$ cat config.mk
export PLATFORM = sky130hd
export DESIGN_NAME = ps2_mouse_packet_to_events
export DESIGN_NICKNAME = d
export VERILOG_FILES = /design/src/hdl/pmpe_pkg.sv /design/src/hdl/pmpe_front.sv /design/src/hdl/pmpe_queue.sv /design/src/hdl/pmpe_back.sv /design/src/hdl/ps2_mouse_packet_to_events.sv
export SDC_FILE = /design/constraint.sdc
export NUM_CORES = 1
export LEC_CHECK = 0
export ABC_AREA = 1
export BUFFER_PORTS_ARGS = -buffer_cell sky130_fd_sc_hd__buf_2
export CORE_ASPECT_RATIO = 0.75
export CORE_MARGIN = 2
export CORE_UTILIZATION = 35
export CTS_CLUSTER_DIAMETER = 150
export DETAILED_ROUTE_END_ITERATION = 6
export SYNTH_ARGS = -nofsm -noshare
export SYNTH_HDL_FRONTEND = slang
export SYNTH_SLANG_ARGS = --single-unit
$ cat constraint.sdc
create_clock -name i_clk -period 3.3 [get_ports i_clk]
set_clock_uncertainty 0.05 [all_clocks]
set_input_delay 0.165 -clock i_clk [delete_from_list [all_inputs] [get_ports i_clk]]
set_output_delay 0.165 -clock i_clk [all_outputs]
set_load 0.05 [all_outputs]
$ cat src/hdl/pmpe_pkg.sv
// Shared types and constants for the PS/2 mouse packet decoder.
// No dependencies; every other file imports this package.
package pmpe_pkg;

    localparam int unsigned BYTE_W  = 8;
    localparam int unsigned TDATA_W = 16;

    localparam logic [7:0] HDR_SYNC_MASK = 8'h08;
    localparam logic [7:0] BTN_MASK      = 8'h07;

    // Position inside a packet
    localparam logic [1:0] IDX_HEADER = 2'd0;
    localparam logic [1:0] IDX_X      = 2'd1;
    localparam logic [1:0] IDX_Y      = 2'd2;

    // Event kinds
    localparam logic [1:0] KIND_BUTTON = 2'd0;
    localparam logic [1:0] KIND_MOVE   = 2'd1;
    localparam logic [1:0] KIND_SYNC   = 2'd2;

    // Event codes
    localparam logic [1:0] CODE_LEFT   = 2'd0;
    localparam logic [1:0] CODE_RIGHT  = 2'd1;
    localparam logic [1:0] CODE_MIDDLE = 2'd2;
    localparam logic [1:0] CODE_X      = 2'd0;
    localparam logic [1:0] CODE_Y      = 2'd1;
    localparam logic [1:0] CODE_SYNC   = 2'd0;

    // Bits of the pending-event mask in the back end, in emit order
    localparam int unsigned EV_LEFT   = 0;
    localparam int unsigned EV_RIGHT  = 1;
    localparam int unsigned EV_MIDDLE = 2;
    localparam int unsigned EV_X      = 3;
    localparam int unsigned EV_Y      = 4;
    localparam int unsigned EV_SYNC   = 5;
    localparam int unsigned EV_N      = 6;

    // One decoded packet, passed from front end to back end
    typedef struct packed {
        logic [2:0]        buttons;
        logic [2:0]        changed;
        logic [BYTE_W-1:0] x_move;
        logic [BYTE_W-1:0] y_move;   // already negated
    } t_packet;

    // One output event
    typedef struct packed {
        logic              last;
        logic [BYTE_W-1:0] value;
        logic [1:0]        code;
        logic [1:0]        kind;
    } t_event;

endpackage

$ cat src/hdl/pmpe_front.sv
// Front end: aligns on header bytes, assembles three-byte packets and
// tracks button state. Depends on pmpe_pkg.
module pmpe_front (
    input  logic                    i_clk,
    input  logic                    i_rst_n,
    input  logic                    i_valid,
    output logic                    o_ready,
    input  logic [7:0]              i_byte,
    output logic                    o_push,
    input  logic                    i_full,
    output pmpe_pkg::t_packet       o_packet
);
    import pmpe_pkg::*;

    logic [1:0] r_idx,     n_idx;
    logic [7:0] r_header,  n_header;
    logic [7:0] r_x,       n_x;
    logic [2:0] r_buttons, n_buttons;
    logic       w_accept;
    logic [2:0] w_btn;

    // Only the third byte needs queue space
    assign o_ready  = (r_idx != IDX_Y) || !i_full;
    assign w_accept = i_valid && o_ready;
    assign w_btn    = r_header[2:0] & BTN_MASK[2:0];

    assign o_push           = w_accept && (r_idx == IDX_Y);
    assign o_packet.buttons = w_btn;
    assign o_packet.changed = w_btn ^ r_buttons;
    assign o_packet.x_move  = r_x;
    assign o_packet.y_move  = 8'd0 - i_byte;

    always_comb begin
        n_idx     = r_idx;
        n_header  = r_header;
        n_x       = r_x;
        n_buttons = r_buttons;
        if (w_accept) begin
            unique case (r_idx)
                IDX_X: begin
                    n_x   = i_byte;
                    n_idx = IDX_Y;
                end
                IDX_Y: begin
                    n_idx     = IDX_HEADER;
                    n_buttons = w_btn;
                end
                default: begin
                    // drop bytes that cannot start a packet
                    if ((i_byte & HDR_SYNC_MASK) != 8'd0) begin
                        n_header = i_byte;
                        n_idx    = IDX_X;
                    end
                end
            endcase
        end
    end

    always_ff @(posedge i_clk) begin
        if (!i_rst_n) begin
            r_idx     <= IDX_HEADER;
            r_buttons <= 3'd0;
        end else begin
            r_idx     <= n_idx;
            r_buttons <= n_buttons;
        end
        r_header <= n_header;
        r_x      <= n_x;
    end

endmodule

$ cat src/hdl/pmpe_queue.sv
// Two-entry packet queue between front and back ends.
// Depends on pmpe_pkg.
module pmpe_queue (
    input  logic                    i_clk,
    input  logic                    i_rst_n,
    input  logic                    i_push,
    input  pmpe_pkg::t_packet       i_packet,
    output logic                    o_full,
    input  logic                    i_pop,
    output logic                    o_empty,
    output pmpe_pkg::t_packet       o_packet
);
    import pmpe_pkg::*;

    t_packet    r_mem [2];
    logic       r_wptr, r_rptr;
    logic [1:0] r_count;

    assign o_full   = (r_count == 2'd2);
    assign o_empty  = (r_count == 2'd0);
    assign o_packet = r_mem[r_rptr];

    always_ff @(posedge i_clk) begin
        if (!i_rst_n) begin
            r_wptr  <= 1'b0;
            r_rptr  <= 1'b0;
            r_count <= 2'd0;
        end else begin
            if (i_push) begin
                r_wptr <= ~r_wptr;
            end
            if (i_pop) begin
                r_rptr <= ~r_rptr;
            end
            if (i_push && !i_pop) begin
                r_count <= r_count + 2'd1;
            end else if (i_pop && !i_push) begin
                r_count <= r_count - 2'd1;
            end
        end
        if (i_push) begin
            r_mem[r_wptr] <= i_packet;
        end
    end

endmodule

$ cat src/hdl/pmpe_back.sv
// Back end: walks one packet's pending events in order and feeds a
// registered output stage. Depends on pmpe_pkg.
module pmpe_back (
    input  logic                    i_clk,
    input  logic                    i_rst_n,
    input  logic                    i_empty,
    input  pmpe_pkg::t_packet       i_packet,
    output logic                    o_pop,
    output logic                    o_valid,
    input  logic                    i_ready,
    output pmpe_pkg::t_event        o_event
);
    import pmpe_pkg::*;

    logic [EV_N-1:0] r_pend,  n_pend;
    logic [2:0]      r_btn;
    logic [7:0]      r_x, r_y;
    logic            r_ovalid;
    t_event          r_event, w_event;
    logic            w_load_out;
    logic            w_busy;
    logic [EV_N-1:0] w_pick;

    assign w_busy     = (r_pend != '0);
    assign w_load_out = !r_ovalid || i_ready;
    assign o_pop      = !w_busy && !i_empty;
    assign w_pick     = r_pend & (~r_pend + EV_N'(1));   // lowest pending event

    always_comb begin
        w_event = '0;
        case (1'b1)
            w_pick[EV_LEFT]: begin
                w_event.kind  = KIND_BUTTON;
                w_event.code  = CODE_LEFT;
                w_event.value = {7'd0, r_btn[0]};
            end
            w_pick[EV_RIGHT]: begin
                w_event.kind  = KIND_BUTTON;
                w_event.code  = CODE_RIGHT;
                w_event.value = {7'd0, r_btn[1]};
            end
            w_pick[EV_MIDDLE]: begin
                w_event.kind  = KIND_BUTTON;
                w_event.code  = CODE_MIDDLE;
                w_event.value = {7'd0, r_btn[2]};
            end
            w_pick[EV_X]: begin
                w_event.kind  = KIND_MOVE;
                w_event.code  = CODE_X;
                w_event.value = r_x;
            end
            w_pick[EV_Y]: begin
                w_event.kind  = KIND_MOVE;
                w_event.code  = CODE_Y;
                w_event.value = r_y;
            end
            default: begin
                w_event.kind = KIND_SYNC;
                w_event.code = CODE_SYNC;
                w_event.last = 1'b1;
            end
        endcase
    end

    always_comb begin
        n_pend = r_pend;
        if (o_pop) begin
            n_pend = {1'b1, (i_packet.y_move != 8'd0), (i_packet.x_move != 8'd0),
                      i_packet.changed};
        end else if (w_busy && w_load_out) begin
            n_pend = r_pend & ~w_pick;
        end
    end

    always_ff @(posedge i_clk) begin
        if (!i_rst_n) begin
            r_pend   <= '0;
            r_ovalid <= 1'b0;
        end else begin
            r_pend <= n_pend;
            if (w_load_out) begin
                r_ovalid <= w_busy;
            end
        end
        if (o_pop) begin
            r_btn <= i_packet.buttons;
            r_x   <= i_packet.x_move;
            r_y   <= i_packet.y_move;
        end
        if (w_load_out && w_busy) begin
            r_event <= w_event;
        end
    end

    assign o_valid = r_ovalid;
    assign o_event = r_event;

endmodule

$ cat src/hdl/ps2_mouse_packet_to_events.sv
// Top level of the PS/2 three-byte mouse packet decoder.
// Depends on pmpe_pkg, pmpe_front, pmpe_queue and pmpe_back.
//
//  channel   direction  payload
//  i_s_axis  in         tdata[7:0] rx_byte
//  o_m_axis  out        tdata[1:0] code, [9:2] value; tuser[1:0] kind; tlast last
//
// Bytes are taken one per cycle; only a third byte waits, when the
// two-entry packet queue is full. Each packet yields up to six events,
// one per cycle while the output is ready; the next packet is fetched
// only once all of them are issued. Reset (i_rst_n low, synchronous)
// clears the byte position, the button state and all valid flags.
// A stalled output holds its event while bytes keep flowing into the queue.
module ps2_mouse_packet_to_events (
    input  logic                           i_clk,
    input  logic                           i_rst_n,
    input  logic                           i_s_axis_tvalid,
    output logic                           o_s_axis_tready,
    input  logic [7:0]                     i_s_axis_tdata,  // [7:0] rx_byte
    output logic                           o_m_axis_tvalid,
    input  logic                           i_m_axis_tready,
    output logic [pmpe_pkg::TDATA_W-1:0]   o_m_axis_tdata,  // [1:0] code, [9:2] value
    output logic [1:0]                     o_m_axis_tuser,  // [1:0] kind
    output logic                           o_m_axis_tlast   // last_of_packet
);
    import pmpe_pkg::*;

    logic    w_push, w_full, w_pop, w_empty;
    t_packet w_in_pkt, w_out_pkt;
    t_event  w_event;

    pmpe_front u_front (
        .i_clk    (i_clk),
        .i_rst_n  (i_rst_n),
        .i_valid  (i_s_axis_tvalid),
        .o_ready  (o_s_axis_tready),
        .i_byte   (i_s_axis_tdata),
        .o_push   (w_push),
        .i_full   (w_full),
        .o_packet (w_in_pkt)
    );

    pmpe_queue u_queue (
        .i_clk    (i_clk),
        .i_rst_n  (i_rst_n),
        .i_push   (w_push),
        .i_packet (w_in_pkt),
        .o_full   (w_full),
        .i_pop    (w_pop),
        .o_empty  (w_empty),
        .o_packet (w_out_pkt)
    );

    pmpe_back u_back (
        .i_clk    (i_clk),
        .i_rst_n  (i_rst_n),
        .i_empty  (w_empty),
        .i_packet (w_out_pkt),
        .o_pop    (w_pop),
        .o_valid  (o_m_axis_tvalid),
        .i_ready  (i_m_axis_tready),
        .o_event  (w_event)
    );

    assign o_m_axis_tdata = TDATA_W'({w_event.value, w_event.code});
    assign o_m_axis_tuser = w_event.kind;
    assign o_m_axis_tlast = w_event.last;

endmodule
==> out/results.ini <==
[status]
outcome = finished, final reports clean

[route]
routedWlPerCell_um = 11.6
dr_wl_met2_um = 2770
vias_per_cell = 4.12
drtIter0Drc = 121
met3_length_um = 256
drt_pass1_iterations = 4
wirelength_um = 6670
wl_met1_um = 3510
vias = 2359
drc = 0
routed.top_layer = met4
ant_nets = 0

[sta]
setup_viol = 0
hold_violations = 0
fmax_ghz = 0.494
setup_ws_ns = 1.28
rsz0062_at_grt = false
tns_ns = 0
period_share_pct = 61.3
drv_slew = 0
max_slew_margin_pct = 56.7
min_period_ns = 2.02
tightest_slew_ns = 0.648

[power]
pwr-share-clk_pct = 27.9
comb_power_share_pct = 24.1
switching_share_pct = 33.0
peakVddDrop_uv = 297
p_sw_w = 0.00125
seq_power_share_pct = 48.0
p_per_area_nw_per_um2 = 784
p_leak_nw = 1.99
p_int_w = 0.00253

[floorplan]
die_y_um = 98.8
core-area_um2 = 11700
boundaryPins = 33
start_util_pct = 36.0
rows = 34
die-area_um2 = 12900
die_x_um = 130

[layout]
fillers = 1140
final_cell_mix = nand2_1, edfxtp_1, inv_1
fin_area_um2 = 4830
finalNonFillerCells = 573
antennaDiodeCount = 0
post-route-util_pct = 41.4
num-nets-final = 422
final_common_cell = nand2_1
syn2layout_area_growth_pct = 15.2
layout-drive-gt1-share_pct = 13.1

[placed_design]
dpl_cell_area_um2 = 4470
post-place-ws_ns = 1.26
port_buffers = 26
place_hpwl_um = 4730
dpl.cell_count = 552
gp_congestion = 0.755

[synthesis]
netlist_instances = 370
synth_seq_area_share_pct = 69.7
synth_seq_cells = 103
syn_avg_cell_area_um2 = 11.3
mappedNetlistArea_um2 = 4190
yosys_warnings = 0
synth-async-reset-ratio_pct = 0
yosysUniqueCellTypes = 27
synth-edff-count = 86
synthFlopType = edfxtp_1

[clock_tree]
cts_made_buffers = 9
cts_resized = 0
clock_sinks = 103
cts_tree = done
clk_latency_ns = 0.34
cts.clk_slew.worst_paths_ns = 0.07
cts_root_buffer = clkbuf_16
clock_path_buffers = 2
htree_levels = 3

[critical_path]
crit_path_max_fanout = 8
ff2ff_path_depth = 12
path_class = flip-flop to flip-flop
cp.required_ns = 3.48
critical_path.endpoint_type = flip-flop
r2r_slack_ns = 1.28
rr_startpoint = u_front.r_idx[0]
critPathLaunchType = flip-flop
arrival_ns = 2.20
r2r-end = u_queue.r_count[1]

[grt]
grt-ovfl-total = 0
grt_pass1_vias = 2238
grt_first_pass_wirelength_um = 11100
grt_start_max_net_pins = 26
grt.total_usage_pct = 11.6
antenna_found_initial = 0

[worst_hold_path]
min_to = u_queue.r_mem[0][0]
worstHoldPathType = input pin to flip-flop
hold_start = i_s_axis_tdata[0]
worstHoldPathCells = 1

[run]
drv_cap = 0

==> worst max path at each step <==
stage / start / endpoint / slack (ns) / cells after the start
after floorplan: u_front.r_idx[0] / u_queue.r_mem[0][0] / 0.57 / 7
after global placement: u_front.r_idx[0] / u_queue.r_count[1] / 1.39 / 12
after detailed placement: u_front.r_idx[0] / u_queue.r_count[1] / 1.26 / 12
after CTS: u_front.r_idx[0] / u_queue.r_count[1] / 1.25 / 12
after global routing: u_front.r_idx[0] / u_queue.r_count[1] / 1.03 / 12
final: u_front.r_idx[0] / u_queue.r_count[1] / 1.28 / 12
==> layer usage <==
metal	global-route usage (%)	vias to the layer above
li1	-	1269
met1	16.5	1045
met2	16.1	36
met3	3.69	9
met4	5.16	0
met5	0	-
==> synthesized netlist by cell type (2+ instances only) <==
cell / number / share of area [%]
nand3_1: 22 / 2.6
inv_2: 2 / 0.18
o21ai_0: 16 / 1.9
inv_1: 59 / 5.3
edfxtp_1: 86 / 62
buf_4: 7 / 1.3
a21oi_1: 16 / 1.9
xnor2_1: 2 / 0.42
ha_1: 4 / 1.2
buf_2: 6 / 0.72
nand2_1: 94 / 8.4
nor3_1: 3 / 0.36
nor2_4: 3 / 0.81
nor2_1: 13 / 1.2
dfxtp_1: 17 / 8.1
nand3b_1: 2 / 0.36
xor2_1: 8 / 1.7
==> power groups by stage <==
stage                     combinational (W)  clock [W]  sequential (W)
after floorplan                    0.000481          0         0.00210
after global placement             0.000905          0         0.00184
after detailed placement           0.000916          0         0.00185
after CTS                          0.000923    0.00108         0.00182
after global routing                0.00101    0.00113         0.00185
final                              0.000914    0.00106         0.00182
==> what timing repair did <==
item                                    CTS  global route
hold endpoints to repair                  6             0
endpoints found under the setup margin    0             0
buffers inserted                          0             0
hold buffers                              5             0
==> critical path: stages (launching register included) <==
cell and delay [ns]:
dfxtp_1 0.34, inv_1 0.06, ha_1 0.23, nand3_1 0.10, nand2_1 0.07, inv_1 0.10
nand2_2 0.11, inv_1 0.13, ha_1 0.27, a21oi_1 0.11, o21ai_0 0.11, o21ai_0 0.17
a21oi_1 0.06
==> stage by stage <==
step	power (W)	hold slack [ns]
after floorplan	0.00258	0.214
after global placement	0.00275	0.327
after detailed placement	0.00276	0.327
after CTS	0.00383	0.0177
after global routing	0.00399	0.0175
final	0.00379	0.0318
==> sequential cells by signal, summed over array words and instances (netlist names), named ones only <==
register           cells
u_queue.r_wptr         1
u_back.o_event        12
u_front.r_idx          2
u_back.r_btn           3
u_back.r_pend          6
u_front.r_buttons      3
u_queue.r_mem         44
u_queue.r_count        2
u_back.r_y             8
u_back.o_valid         1
u_back.r_x             8
u_front.r_header       3
u_queue.r_rptr         1
u_front.r_x            8
==> final cells by class <==
class	count	area, µm²	share of cell area, %
flip-flops and latches	103	2920	60.5
clock buffers	10	239	4.95
repair buffers	34	203	4.20
well taps	162	203	4.20
multi-input cells	196	962	19.9
clock inverters	6	66.3	1.37
inverters	62	233	4.82
==> kinds of logic (layout without fill, tap and decap cells) <==
kind of cell	count (synthesis)	after routing	share of synthesized area [%]
and+or+nand+nor	141	141	14.8
DFF	103	103	69.7
buffers and inverters	76	112	7.79
AOI/OAI and AO/OA	35	35	4.30
xor gates and xnor gates	10	10	2.09
adders and majority gates	4	4	1.19
other	1	6	0.0894
Note: power is estimated with default switching activity, not from simulation.
